--- src/design/assert_macros.svh ---
`ifndef ASSERT_MACROS_SVH
`define ASSERT_MACROS_SVH

// Both macros expect signals named clk and rst_n in the enclosing module.

// Same-cycle implication, checked outside reset.
`define ASSERT_IMPLIES(lbl, ante, cons, msg) \
  lbl: assert property (@(posedge clk) disable iff (!rst_n) (ante) |-> (cons)) else $error(msg);

// Next-cycle implication, checked outside reset.
`define ASSERT_NEXT(lbl, ante, cons, msg) \
  lbl: assert property (@(posedge clk) disable iff (!rst_n) (ante) |=> (cons)) else $error(msg);

`endif

--- src/design/ledd_pkg.sv ---
package ledd_pkg;

  typedef struct packed {
    logic [7:0] red;
    logic [7:0] green;
    logic [7:0] blue;
    logic       frame_start;
  } pix_in_t;

  typedef struct packed {
    logic [7:0] dithered;
    logic [7:0] luma;
    logic       row_end;
  } pix_out_t;

  // Classified pixel as it travels from the front end to the back end.
  typedef struct packed {
    logic [7:0] luma;
    logic       last;
    logic       first_row;
    logic       frame_start;
  } item_ctl_t;

  // Register indexes, decoded from paddr[2].
  localparam logic REG_LINE_WIDTH = 1'b0;
  localparam logic REG_LEVELS     = 1'b1;

  localparam logic [12:0] LINE_WIDTH_RST = 13'd640;
  localparam logic [8:0]  LEVELS_RST     = 9'd70;

  // BT.601 weights in thousandths, plus the rounding bias.
  localparam logic [17:0] LUMA_KR   = 18'd299;
  localparam logic [17:0] LUMA_KG   = 18'd587;
  localparam logic [17:0] LUMA_KB   = 18'd114;
  localparam logic [17:0] LUMA_BIAS = 18'd500;

  // Division by 1000 as a multiplication by ceil(2^28/1000), exact for sums below 2^18.
  localparam logic [18:0] LUMA_RECIP = 19'd268436;
  localparam int          LUMA_SHIFT = 28;

  // Level index: floor((v*n + 2040) / 4080) = floor(((v*n + 2040) >> 4) / 255).
  localparam logic [19:0] IDX_BIAS  = 20'd2040;
  localparam logic [16:0] IDX_RECIP = 17'd65794;
  localparam int          IDX_SHIFT = 24;

  localparam logic [11:0] VAL_MAX = 12'd4080;

  // Floyd-Steinberg weights in sixteenths.
  localparam logic signed [23:0] K_RIGHT = 24'sd7;
  localparam logic signed [23:0] K_BL    = 24'sd3;
  localparam logic signed [23:0] K_BELOW = 24'sd5;
  localparam logic signed [23:0] K_BR    = 24'sd1;

  localparam int QUEUE_DEPTH = 4;

  // Rounded share of a weighted error: floor((p + 8) / 16).
  function automatic logic signed [23:0] share(input logic signed [23:0] p);
    logic signed [23:0] t;
    t = p + 24'sd8;
    return t >>> 4;
  endfunction

  function automatic logic [15:0] sat16(input logic signed [23:0] v);
    logic [15:0] r;
    if (v > 24'sd32767) begin
      r = 16'h7fff;
    end else if (v < -24'sd32768) begin
      r = 16'h8000;
    end else begin
      r = v[15:0];
    end
    return r;
  endfunction

  function automatic logic signed [23:0] sx24(input logic [15:0] v);
    return $signed({{8{v[15]}}, v});
  endfunction

endpackage

--- src/design/ledd_fifo.sv ---
`include "assert_macros.svh"

module ledd_fifo #(
  parameter int DW = 8
) (
  input  logic          clk,
  input  logic          rst_n,
  input  logic          push,
  input  logic [DW-1:0] din,
  output logic          full,
  input  logic          pop,
  output logic [DW-1:0] dout,
  output logic          empty
);
  import ledd_pkg::*;

  localparam int AW = $clog2(QUEUE_DEPTH);

  logic [DW-1:0] slot_r [QUEUE_DEPTH];
  logic [AW-1:0] wp_r, rp_r;
  logic [AW:0]   cnt_r;

  assign full  = (cnt_r == (AW+1)'(QUEUE_DEPTH));
  assign empty = (cnt_r == '0);
  assign dout  = slot_r[rp_r];

  always_ff @(posedge clk) begin
    if (!rst_n) begin
      wp_r  <= '0;
      rp_r  <= '0;
      cnt_r <= '0;
    end else begin
      if (push) begin
        wp_r <= wp_r + 1'b1;
      end
      if (pop) begin
        rp_r <= rp_r + 1'b1;
      end
      if (push && !pop) begin
        cnt_r <= cnt_r + 1'b1;
      end else if (pop && !push) begin
        cnt_r <= cnt_r - 1'b1;
      end
    end
  end

  always_ff @(posedge clk) begin
    if (push) begin
      slot_r[wp_r] <= din;
    end
  end

  `ASSERT_IMPLIES(a_no_overflow, push, !full, "queue written while full")
  `ASSERT_IMPLIES(a_no_underflow, pop, !empty, "queue read while empty")

endmodule

--- config.mk ---
export PLATFORM = sky130hd
export DESIGN_NAME = ledd_fifo
export DESIGN_NICKNAME = d
export VERILOG_FILES = /design/src/design/ledd_pkg.sv /design/src/design/ledd_fifo.sv
export VERILOG_INCLUDE_DIRS = /design/src /design/src/design
export SDC_FILE = /design/constraint.sdc
export NUM_CORES = 1
export LEC_CHECK = 0
export ABC_AREA = 1
export BUFFER_PORTS_ARGS = -buffer_cell sky130_fd_sc_hd__buf_2
export CAP_MARGIN = 20
export CORE_ASPECT_RATIO = 0.6
export CORE_MARGIN = 3
export CORE_UTILIZATION = 59
export DETAILED_ROUTE_END_ITERATION = 7
export HOLD_SLACK_MARGIN = 0.1
export PLACE_DENSITY = 0.93
export SLEW_MARGIN = 20
export SYNTH_ARGS = -nofsm -noshare
export SYNTH_HDL_FRONTEND = slang
export SYNTH_SLANG_ARGS = --single-unit
--- constraint.sdc ---
create_clock -name clk -period 3.9 [get_ports clk]
set_clock_uncertainty 0.1 [all_clocks]
set_input_delay 0.78 -clock clk [delete_from_list [all_inputs] [get_ports clk]]
set_output_delay 0.78 -clock clk [all_outputs]
set_load 0.05 [all_outputs]
**Word-level counts from Yosys, hierarchy flattened**

Memories as Yosys holds them, arrays and structs flattened. A register that Yosys moved wholly into a read port is not among the register bits.
Cells that the tools add are included.

- Flip-flop bits (word level): 7
- Latch bits: 0
- Bits in writable memories: 32
- Bits in read-only memories: 0
- Output and inout port bits: 10
- Memories kept: 1

Memories:

| memory | depth | width | read ports | clocked after memory_dff | wr ports | line | source |
|---|---|---|---|---|---|---|---|
| slot_r | 4 | 8 | 1 | 1 | 1 | ledd_fifo.sv:19 | `logic [DW-1:0] slot_r [QUEUE_DEPTH];` |

- $add $sub $neg: 4
- $mul: 0
- Div/mod/pow operators: 0
- $lt $le $gt $ge: 0
- Eq/ne operators: 1
- Shift operators: 0
- Muxes and demuxes: 6
- Bitwise operators: 0
- Reduce and logical (&&, ||, !) cells: 6

Operators with widths:

| operator | count |
|---|---|
| $mux W3 | 2 |
| $add A2 B1 Y2 const B | 2 |
| $mux W2 | 2 |
| $add A3 B1 Y3 const B | 1 |
| $eq A3 B3 Y1 const B | 1 |
| $logic_not A3 Y1 | 1 |
| $sub A3 B1 Y3 const B | 1 |
| $logic_and A1 B1 Y1 | 2 |
| $logic_not A1 Y1 | 2 |
| $mux W1 | 2 |
| $reduce_bool A2 Y1 | 1 |

**Depth between registers and ports, before layout**

- Depth after elaboration: 4
- Mapped depth: 10
- Gate-level depth less buffers: 10

**Least setup slack after synthesis**

No wires, ideal clock.

- Kind: reg-to-output
- Start: register cnt_r[1]
- End: output port empty
- Data arrival time: 1,429 ps
- Setup slack: 1,591 ps
- Stages on the path, launching flop included: 2
- Cells stage by stage: dfxtp_1 -> nor3_1

- Longest elaborated chain between the ends: 1

RTL lines:

| what | line | source |
|---|---|---|
| start: declaration | ledd_fifo.sv:21 | `logic [AW:0] cnt_r;` |
| start signal: assignment | ledd_fifo.sv:40 | `cnt_r <= cnt_r + 1'b1;` |
| start signal: assignment | ledd_fifo.sv:42 | `cnt_r <= cnt_r - 1'b1;` |
| $logic_not A3 Y1 | ledd_fifo.sv:24 | `assign empty = (cnt_r == '0);` |
| end: declaration | ledd_fifo.sv:13 | `output logic empty` |

No other way between the ends.

==> flow_summary.json <==
{
  "clock_latency_ns": 0.29,
  "place.gp.congestion": 0.8546,
  "viasPerCell": 5.622,
  "portBuffers": 21,
  "drive_above_1_share_pct": 21.12,
  "fill_cells": 158,
  "cts_inserted_buffers": 5,
  "core_area_um2": 2575,
  "grt_pass1_wl_um": 4671,
  "rsz0062_at_grt": "false",
  "num_vias": 1085,
  "fp.dieW_um": 74.05,
  "critical-path-slowest-cell": "dfxtp_1",
  "worstPathCellList": "inv_2 -> o21ai_0 -> o22ai_1 -> buf_2",
  "clk_transition_reported_paths_ns": 0.08,
  "critPathLaunchType": "flip-flop",
  "max-slew-margin-rel_pct": 64.29,
  "syn_area_um2": 1639,
  "crit_type": "flip-flop to primary output",
  "post-cts-setup-buffers": 0,
  "final_util_pct": 72.69,
  "rows": 14,
  "overflow": 0,
  "io_pins": 22,
  "path_delay_family": "flip-flops",
  "antenna_cells": 0,
  "ys_seq_area_share_pct": 69.62,
  "syn_nets": 152,
  "worstSetupEndpointType": "primary output",
  "avgRoutedWirePerCell_um": 16.34,
  "peakVddDrop_mv": 0.3116,
  "hpwl_um": 2202,
  "postRouteAntennaNets": 0,
  "synthDistinctLibCells": 18,
  "start_util_pct": 63.65,
  "root_buffer": "clkbuf_8",
  "cp_max_fo": 17,
  "cts_buffer_depth": 2,
  "cap_violations": 0,
  "status": "complete, no violations",
  "synth_top_cell_area_share_pct": 58.63,
  "layout_min_cycle_time_ns": 2.691,
  "dr.first_iter.drc_count": 106,
  "die_h_um": 46.83,
  "crit_path_max_incr_delay_ns": 0.66,
  "worst_slew_pin_slew_ns": 0.5349,
  "wirelength_um": 3153,
  "layout.nets": 178,
  "finalSetupViolations": 0,
  "synth_area_leaders": "edfxtp_1 (59%), dfxtp_1 (11%), o21ai_0 (5.5%)",
  "slew_violations": 0,
  "grt_max_degree": 18,
  "netlist_instances": 134,
  "finalCritPeriodShare_pct": 69.01,
  "cts-hold-fix-buffers": 0,
  "path_buf_inv": 2,
  "yosys_warnings": 0,
  "power.static_leakage_uw": 0.0007526,
  "worstPathRequired_ns": 3.02,
  "worstPathArrival_ns": 1.81,
  "ys_seq_elements": 41,
  "antenna_found_initial": 0,
  "drc_errors": 0,
  "powerDensity_nw_per_um2": 525.7,
  "track_usage_pct": 19.35,
  "hold_viol": 0,
  "max_freq_ghz": 0.3716,
  "yosysTopAreaCell": "edfxtp_1",
  "area_growth_pct": 14.20,
  "grt_pass1_vias": 1023,
  "cts-htree-levels": 2,
  "die_area_um2": 3467,
  "cts_tree": "done",
  "postSynthAreaPerCell_um2": 12.23,
  "firstDrtPassIters": 4,
  "clock-sinks": 41,
  "min_path_type": "flip-flop to flip-flop",
  "post_cts_resized": 0,
  "tns_ns": 0
}
==> layout make-up <==
class,count,area [um2],share of cell area [%]
flip-flops and latches,41,1141,60.96
multi-input cells,74,411.6,21.99
repair buffers,21,105.1,5.615
clock buffers,5,68.82,3.676
inverters,17,63.81,3.409
clock inverters,3,41.29,2.206
well taps,32,40.04,2.139
==> cells in the final DEF, fill, tap and decap left out <==
master and instances:
clkinv_1 1, nor3_1 2, o21ai_2 2, bufinv_16 1, inv_2 1, fa_1 1, nand3_1 1, o21ai_1 2
ha_1 5, o22ai_1 8, nand4_1 1, inv_1 16, clkinvlp_4 1, o21ai_0 18, clkbuf_8 5, nor2_1 18
a21oi_1 4, nand2_1 9, buf_2 21, nor2_2 3, dfxtp_1 9, edfxtp_1 32
==> path summary, 6_finish.rpt <==
kind / slack [ns] / from / depth (start not counted) / to
setup / recovery: 1.21 / flip-flop / 4 / dout[1]
hold / removal: 0.37 / rp_r[1] / 1 / flip-flop
setup reg to reg: 2.50 / cnt_r[0] / 7 / cnt_r[2]
hold reg to reg: 0.37 / rp_r[1] / 1 / flip-flop
==> registers in the layout, indices dropped and copies added, names as in the netlist, named ones only <==
signal,count
cnt_r,3
rp_r,2
slot_r,32
wp_r,2
==> synthesized netlist by cell type <==
cell type,count
edfxtp_1,32
nor2_1,18
o21ai_0,18
inv_1,16
dfxtp_1,9
nand2_1,9
o22ai_1,8
ha_1,5
a21oi_1,4
nor2_2,3
buf_6,2
nor3_1,2
o21ai_1,2
o21ai_2,2
fa_1,1
inv_2,1
nand3_1,1
nand4_1,1
==> cell families after synthesis <==
kind of cell	synth area share, %
AOI/OAI and AO/OA	11.45
adders and majority gates	5.038
buffers and inverters	5.267
DFF	69.62
and+or+nand+nor	8.626
==> metrics by stage <==
| step | power (uW) | setup slack [ns] | std cells | hold WS [ns] | instance area, um2 |
|---|---|---|---|---|---|
| 2_1_floorplan | 623.6 | 1.591 | 134 | 0.3115 | 1639 |
| 3_3_place_gp | 653.6 | 1.691 | 185 | 0.3227 | 1762 |
| 3_5_place_dp | 664.3 | 1.599 | 185 | 0.3586 | 1762 |
| 4_1_cts | 982.8 | 1.267 | 193 | 0.3647 | 1872 |
| 5_1_grt | 1012 | 1.127 | 193 | 0.3867 | 1872 |
| 6_report | 984.1 | 1.209 | 193 | 0.3672 | 1872 |
==> power breakdown <==
| group | internal, uW | switching [uW] | leakage (uW) |
|---|---|---|---|
| clock | 188 | 140 | 0.0000518 |
| sequential | 494 | 16.3 | 0.000369 |
| combinational | 36.8 | 109 | 0.000332 |
==> layer usage <==
layer  global-route usage (%)  vias to the layer above  share of wire [%]
met5                        0                        -                  0
met4                    9.747                        0                2.1
met3                    6.624                        9                6.9
met2                    31.16                       50                 49
met1                    23.96                      503                 42
li1                         -                      523                  -
Power figures use the tool's default switching activity.
