===== src/design/assert_macros.svh =====
`ifndef ASSERT_MACROS_SVH
`define ASSERT_MACROS_SVH

// Both macros expect signals named clk and rst_n in the enclosing module.

// Same-cycle implication, checked outside reset.
`define ASSERT_IMPLIES(lbl, ante, cons, msg) \
  lbl: assert property (@(posedge clk) disable iff (!rst_n) (ante) |-> (cons)) else $error(msg);

// Next-cycle implication, checked outside reset.
`define ASSERT_NEXT(lbl, ante, cons, msg) \
  lbl: assert property (@(posedge clk) disable iff (!rst_n) (ante) |=> (cons)) else $error(msg);

`endif


===== src/design/ledd_pkg.sv =====
package ledd_pkg;

  typedef struct packed {
    logic [7:0] red;
    logic [7:0] green;
    logic [7:0] blue;
    logic       frame_start;
  } pix_in_t;

  typedef struct packed {
    logic [7:0] dithered;
    logic [7:0] luma;
    logic       row_end;
  } pix_out_t;

  // Classified pixel as it travels from the front end to the back end.
  typedef struct packed {
    logic [7:0] luma;
    logic       last;
    logic       first_row;
    logic       frame_start;
  } item_ctl_t;

  // Register indexes, decoded from paddr[2].
  localparam logic REG_LINE_WIDTH = 1'b0;
  localparam logic REG_LEVELS     = 1'b1;

  localparam logic [12:0] LINE_WIDTH_RST = 13'd640;
  localparam logic [8:0]  LEVELS_RST     = 9'd70;

  // BT.601 weights in thousandths, plus the rounding bias.
  localparam logic [17:0] LUMA_KR   = 18'd299;
  localparam logic [17:0] LUMA_KG   = 18'd587;
  localparam logic [17:0] LUMA_KB   = 18'd114;
  localparam logic [17:0] LUMA_BIAS = 18'd500;

  // Division by 1000 as a multiplication by ceil(2^28/1000), exact for sums below 2^18.
  localparam logic [18:0] LUMA_RECIP = 19'd268436;
  localparam int          LUMA_SHIFT = 28;

  // Level index: floor((v*n + 2040) / 4080) = floor(((v*n + 2040) >> 4) / 255).
  localparam logic [19:0] IDX_BIAS  = 20'd2040;
  localparam logic [16:0] IDX_RECIP = 17'd65794;
  localparam int          IDX_SHIFT = 24;

  localparam logic [11:0] VAL_MAX = 12'd4080;

  // Floyd-Steinberg weights in sixteenths.
  localparam logic signed [23:0] K_RIGHT = 24'sd7;
  localparam logic signed [23:0] K_BL    = 24'sd3;
  localparam logic signed [23:0] K_BELOW = 24'sd5;
  localparam logic signed [23:0] K_BR    = 24'sd1;

  localparam int QUEUE_DEPTH = 4;

  // Rounded share of a weighted error: floor((p + 8) / 16).
  function automatic logic signed [23:0] share(input logic signed [23:0] p);
    logic signed [23:0] t;
    t = p + 24'sd8;
    return t >>> 4;
  endfunction

  function automatic logic [15:0] sat16(input logic signed [23:0] v);
    logic [15:0] r;
    if (v > 24'sd32767) begin
      r = 16'h7fff;
    end else if (v < -24'sd32768) begin
      r = 16'h8000;
    end else begin
      r = v[15:0];
    end
    return r;
  endfunction

  function automatic logic signed [23:0] sx24(input logic [15:0] v);
    return $signed({{8{v[15]}}, v});
  endfunction

endpackage


===== src/design/ledd_front.sv =====
module ledd_front #(
  parameter int  MAX_WIDTH = 4096,
  localparam int CLW = $clog2(MAX_WIDTH),
  localparam int WW  = (CLW + 1 > 13) ? CLW + 1 : 13
) (
  input  logic                clk,
  input  logic                rst_n,
  input  logic                in_valid,
  output logic                in_ready,
  input  ledd_pkg::pix_in_t   in_data,
  input  logic [WW-1:0]       width_eff,
  output logic                push,
  output ledd_pkg::item_ctl_t push_ctl,
  output logic [CLW-1:0]      push_col,
  input  logic                q_full
);
  import ledd_pkg::*;

  logic           f_vld_r;
  logic [CLW-1:0] col_r;
  logic           first_r;
  logic [17:0]    s_r;
  logic [CLW-1:0] fcol_r;
  logic           flast_r, ffirst_r, fframe_r;

  logic           acc;
  logic [CLW-1:0] cur_col;
  logic           cur_first, last_c;
  logic [17:0]    sum_c;
  logic [36:0]    lp;
  logic [8:0]     lum9;

  assign in_ready = !f_vld_r || !q_full;
  assign acc      = in_valid && in_ready;
  assign push     = f_vld_r && !q_full;

  // A frame start clears the raster position before this pixel is placed.
  assign cur_col   = in_data.frame_start ? '0 : col_r;
  assign cur_first = in_data.frame_start ? 1'b1 : first_r;
  assign last_c    = ((WW'(cur_col) + WW'(1)) >= width_eff);

  assign sum_c = {10'b0, in_data.red} * LUMA_KR + {10'b0, in_data.green} * LUMA_KG
               + {10'b0, in_data.blue} * LUMA_KB + LUMA_BIAS;

  assign lp   = 37'(s_r) * 37'(LUMA_RECIP);
  assign lum9 = lp[LUMA_SHIFT+8:LUMA_SHIFT];

  assign push_ctl.luma        = (lum9 > 9'd255) ? 8'hff : lum9[7:0];
  assign push_ctl.last        = flast_r;
  assign push_ctl.first_row   = ffirst_r;
  assign push_ctl.frame_start = fframe_r;
  assign push_col             = fcol_r;

  always_ff @(posedge clk) begin
    if (!rst_n) begin
      f_vld_r <= 1'b0;
      col_r   <= '0;
      first_r <= 1'b1;
    end else begin
      if (acc) begin
        f_vld_r <= 1'b1;
      end else if (push) begin
        f_vld_r <= 1'b0;
      end
      if (acc) begin
        col_r   <= last_c ? '0 : cur_col + 1'b1;
        first_r <= last_c ? 1'b0 : cur_first;
      end
    end
  end

  always_ff @(posedge clk) begin
    if (acc) begin
      s_r      <= sum_c;
      fcol_r   <= cur_col;
      flast_r  <= last_c;
      ffirst_r <= cur_first;
      fframe_r <= in_data.frame_start;
    end
  end

endmodule


===== config.mk =====
export PLATFORM = sky130hd
export DESIGN_NAME = ledd_front
export DESIGN_NICKNAME = d
export VERILOG_FILES = /design/src/design/assert_macros.svh /design/src/design/ledd_pkg.sv /design/src/design/ledd_front.sv
export SDC_FILE = /design/constraint.sdc
export NUM_CORES = 1
export LEC_CHECK = 0
export BUFFER_PORTS_ARGS = -buffer_cell sky130_fd_sc_hd__buf_2
export CORE_ASPECT_RATIO = 1.75
export CORE_UTILIZATION = 47
export CTS_CLUSTER_SIZE = 25
export DETAILED_ROUTE_END_ITERATION = 6
export PLACE_DENSITY_LB_ADDON = 0.1
export SETUP_SLACK_MARGIN = 0.1
export SYNTH_ARGS = -nofsm -noshare
export SYNTH_HDL_FRONTEND = slang
export SYNTH_SLANG_ARGS = --single-unit

===== constraint.sdc =====
create_clock -name clk -period 9.2 [get_ports clk]
set_clock_uncertainty 0.05 [all_clocks]
set_input_delay 0.92 -clock clk [delete_from_list [all_inputs] [get_ports clk]]
set_output_delay 0.92 -clock clk [all_outputs]
set_load 0.05 [all_outputs]

# Word-level counts from Yosys, hierarchy flattened
# Index checks and enable logic that the tools add are counted.
dict set report word_totals {
  in_bits 42
  regBits 47
  elab_cells 32
  output_inout_bits 25
}
dict set report classes {
  n_addsub 5
  reduce_logical 6
  order_cmp 2
  muxes 7
  n_mul 4
}
# cell n
set op_table {}
lappend op_table {{18-bit by 17-bit multiplier with 35-bit output (second input constant)} 1}
lappend op_table {{12-bit 2-to-1 mux} 2}
lappend op_table {{17-bit by 18-bit adder with 18-bit output} 1}
lappend op_table {{18-bit by 15-bit adder with 18-bit output} 1}
lappend op_table {{18-bit by 9-bit adder with 18-bit output (second input constant)} 1}
lappend op_table {{8-bit by 10-bit multiplier with 18-bit output (second input constant)} 1}
lappend op_table {{8-bit by 9-bit multiplier with 17-bit output (second input constant)} 1}
lappend op_table {{8-bit by 6-bit multiplier with 14-bit output (second input constant)} 1}
lappend op_table {{12-bit by 1-bit adder with 13-bit output (second input constant)} 1}
lappend op_table {{13-bit >= comparator} 1}
lappend op_table {{12-bit by 1-bit adder with 12-bit output (second input constant)} 1}
lappend op_table {{9-bit by 8-bit greater-than comparator with 1-bit output (second input constant)} 1}
lappend op_table {{8-bit 2-to-1 mux} 1}
lappend op_table {{1-bit 2-to-1 mux} 4}
lappend op_table {{1-bit logical AND} 2}
lappend op_table {{1-bit zero test} 2}
lappend op_table {{2-bit nonzero test} 1}
lappend op_table {{1-bit logical OR} 1}

# Longest topological paths before layout
dict set report depth {
  depth_word 4
  depth_mapped 27
  depth_no_buf 27
}

# Worst setup path after synthesis
# No wires, ideal clock.
dict set report synth_timing {
  path_kind {input to register}
  start {input in_data[1] (netlist bit)}
  end {register s_r[17] (data pin)}
  arrival_ns 6.397
  path_buffers 0
  setup_ns 0.260
  path_stages 22
  required_time_ns 8.890
  path_slack_ns 2.493
  cell_sequence {fa_1 > inv_1 > fa_1 > inv_1 > ha_1 > ha_1 > inv_1 > fa_1 > xnor2_1 > ha_1 > ha_1 > fa_1 > inv_1 > fa_1 > fa_1 > inv_1 > ha_1 > and3_1 > a211oi_2 > or3_4 > o31ai_2 > xnor2_1}
}
dict set report synth_between {
  elab_chain_len 3
}
# item line
set synth_lines {}
lappend synth_lines {{start: declaration} ledd_front.sv:10} ;# input ledd_pkg::pix_in_t in_data,
lappend synth_lines {{8-bit by 6-bit multiplier with 14-bit output} ledd_front.sv:43} ;# + {10'b0, in_data.blue} * LUMA_KB + LUMA_BIAS;
lappend synth_lines {{18-bit by 15-bit adder with 18-bit output} ledd_front.sv:43}
lappend synth_lines {{18-bit by 9-bit adder with 18-bit output} ledd_front.sv:43}
lappend synth_lines {{named net sum_c[17]} ledd_front.sv:29} ;# logic [17:0] sum_c;
lappend synth_lines {{end signal: assignment} ledd_front.sv:74} ;# s_r <= sum_c;
lappend synth_lines {{end: declaration} ledd_front.sv:22} ;# logic [17:0] s_r;
# The timed path passes the listed nets, and every way through them passes these cells.
# A chain may end at the register's enable or synchronous reset.

# Final worst setup path
dict set report layout_timing {
  start {input in_data[1] (netlist bit)}
  end {register s_r[16] (data pin)}
}
# Same word-level chain as after synthesis.

==> flow_summary.toml <==
[outcome]
outcome = "completed"

[critical_path]
crit_path_start = "in_data[1]"
crit_type = "in -> reg"
cp.arrival_ps = 6850
critPathMaxFanout = 5
crit_path_end_kind = "flip-flop"
crit_top_cell = "fa_1"
crit_family = "adder cells"
worst-path-stages = 24
path_buf_inv = 6
rr_startpoint = "col_r[0]$_SDFFE_PN0P_"
cpMaxStageDelayCell = "fa_1"
reg2regPathDepth = 14
startpoint_type = "input port"
crit_path_max_incr_delay_ps = 550
worstPathCellList = "buf_2 -> fa_1 -> inv_1 -> fa_1 -> inv_1 -> ha_1 -> ha_1 -> inv_1 -> fa_1 -> xnor2_1 -> ha_1 -> ha_1 -> fa_1 -> inv_1 -> fa_1 -> fa_1 -> inv_1 -> ha_1 -> nand2_1 -> o21ai_0 -> a211oi_1 -> o31ai_1 -> a21oi_1 -> xnor2_1"
required_ps = 9190

[synthesis]
synth_common_cells = "277 x inv_1, 268 x ha_1, 121 x fa_1"
ys_seq_area_share_pct = 12.9
synth_area_mm2 = 0.00983
synth_top_family_by_area = "adder cells"
synth-async-reset-ratio_pct = 0
synthSimpleGateAreaFrac_pct = 6.07
netlist.area_leader.share_pct = 34.1
synthXorXnorAreaFrac_pct = 3.46
netlist_top_cells_area = "ha_1 34%, fa_1 25%, inv_1 11%, edfxtp_1 10%, dfxtp_1 2.9%"
synth_edf_count = 33
synth_area_per_cell_um2 = 9.99
yosysWarnings = 0
synth_most_common_cell = "inv_1"
ys_ff_latch = 47
synth_flop_cell = "edfxtp_1"
yosys.area.top_type = "ha_1"
synth-compound-area-share_pct = 7.51
synth_cell_type_count = 59
synthAdderAreaFrac_pct = 58.8
muxShareOfSynthArea_pct = 0.216
synth_cells = 984
syn_nets = 1415

[floorplan]
ioPinCount = 67
dieArea_mm2 = 0.0215
core_region_area_mm2 = 0.0204
fp.dieH_um = 193
die_w_um = 111
rows = 69
initial_utilization_pct = 48.2

[clock_tree]
cts_tree = "yes"
clk_path_buf_depth = 2
cts_setup_buffers = 0
clkTransAtPathRegs_ps = 70
cts_made_buffers = 5
clk_latency_ps = 300
cts.sinks = 47
cts_resized = 0
cts_hold_buf = 0
h-tree-depth = 2
root_buffer = "clkbuf_16"

[final_layout]
final_nets = 1482
final_area_mm2 = 0.0106
utilization_pct = 51.9
drive_gt1_share_pct = 8.75
syn2layout_area_growth_pct = 7.61
insertedDiodeCount = 0
instances_no_fill = 1300

[sta]
tightest_slew_ps = 925
finalCritPeriodShare_pct = 74.5
fmax_mhz = 146
slew_violations = 0
grt_setup_unrepaired = "no"
fin_crit_ps = 6860
max_slew_margin_pct = 38.2
final-hold-violation-count = 0
finalSetupViolations = 0
setup_tns_ps = 0

[placed_design]
place_area_mm2 = 0.0104
portBuffers = 66
place_inst = 1292
place_congestion = 0.794
hpwl_mm = 17.3

[grt]
grt_pass1_vias = 6989
antenna_found_initial = 0
grt_use_total_pct = 18.9
grt_max_degree = 36
grt_pass1_wl_mm = 32.2
grt-ovfl-total = 0

[routing]
routed_wl_mm = 19.1
wl_met1_mm = 7.21
first_pass_iters = 4
drc = 0
via_per_inst = 5.02
drt_iter0_markers = 124
routed-wl-met3_um = 149
routed.top_layer = "met4"
routed-wl-met2_mm = 11.5
routedWlPerCell_um = 14.7
ant_nets = 0
vias = 6528

[min_path]
min_path_cells = 2
min-delay-start = "col_r[10]$_SDFFE_PN0P_"
hp-class = "reg -> reg"

[flow_run]
maxCapViolations = 0
## layout make-up
type | instances | area (um2)
multi-input combinational | 653 | 7470
timing repair buffer | 67 | 338
sequential | 47 | 1270
fill | 1960 | 9800
clock inverter | 2 | 16.3
tap | 248 | 310
clock buffer | 6 | 129
inverter | 277 | 1040
## kinds of logic after synthesis
group                    Yosys count
AO/OA/AOI/OAI                    109
XOR/XNOR                          38
adder cells (fa/ha/maj)          389
buffers and inverters            284
flip-flops                        47
multiplexers                       2
AND/OR/NAND/NOR                  115
## worst paths after layout
path	endpoint	slack [ps]
setup / recovery	s_r[16]$_DFFE_PP_	2340
hold / removal	col_r[10]$_SDFFE_PN0P_	410
hold reg to reg	col_r[10]$_SDFFE_PN0P_	410
setup reg to reg	col_r[3]$_SDFFE_PN0P_	5680
## tightest hold or removal path: stages (launching register included)
cell and delay, ps:
dfxtp_1 320, nand2_1 50, o21ai_1 50
## layer usage
metal / vias up / GRT usage [%]
met4: 0 / 5.16
li1: 3294 / -
met5: - / 0
met1: 3179 / 19.2
met2: 42 / 40.2
met3: 13 / 0.877
## per-stage QoR
step | worst slack (ps) | hold slack [ps]
floorplan | 2490 | 381
global placement | 2040 | 392
detailed placement | 1980 | 400
CTS | 2300 | 413
global route | 2040 | 442
finish | 2340 | 410
## sequential cells by signal, indices dropped and copies added, names as in the netlist
register and flops:
col_r 12, f_vld_r 1, ffirst_r 1, fframe_r 1, first_r 1, flast_r 1
push_col 12, s_r 18
## placed cells by master (no fill, tap or decap), types with 2 or more instances in the layout
master / synthesis / routed
a21o_1: 17 / 17
o21ai_4: 2 / 2
ha_1: 268 / 268
nand3_1: 12 / 12
o21bai_1: 4 / 4
nor3_1: 6 / 6
o21ai_0: 19 / 19
and3_1: 8 / 8
nand4_1: 4 / 4
buf_2: 0 / 66
o21a_1: 4 / 4
xnor2_1: 26 / 26
or2_2: 2 / 2
nor2b_1: 17 / 17
clkbuf_16: 0 / 5
a211oi_1: 4 / 4
inv_1: 277 / 277
edfxtp_1: 33 / 33
o31ai_1: 3 / 3
dfxtp_1: 14 / 14
fa_1: 121 / 121
a21oi_1: 31 / 31
nand2b_1: 4 / 4
o21ai_1: 2 / 2
nor2_1: 10 / 10
o211ai_1: 3 / 3
nand2_1: 40 / 40
a31oi_1: 2 / 2
or3_1: 4 / 4
xor2_1: 11 / 11
and2_1: 2 / 2
Power is left out: the tool's default activity adds up to more than one toggle a clock period on the data nets, which glitch-free logic cannot reach.
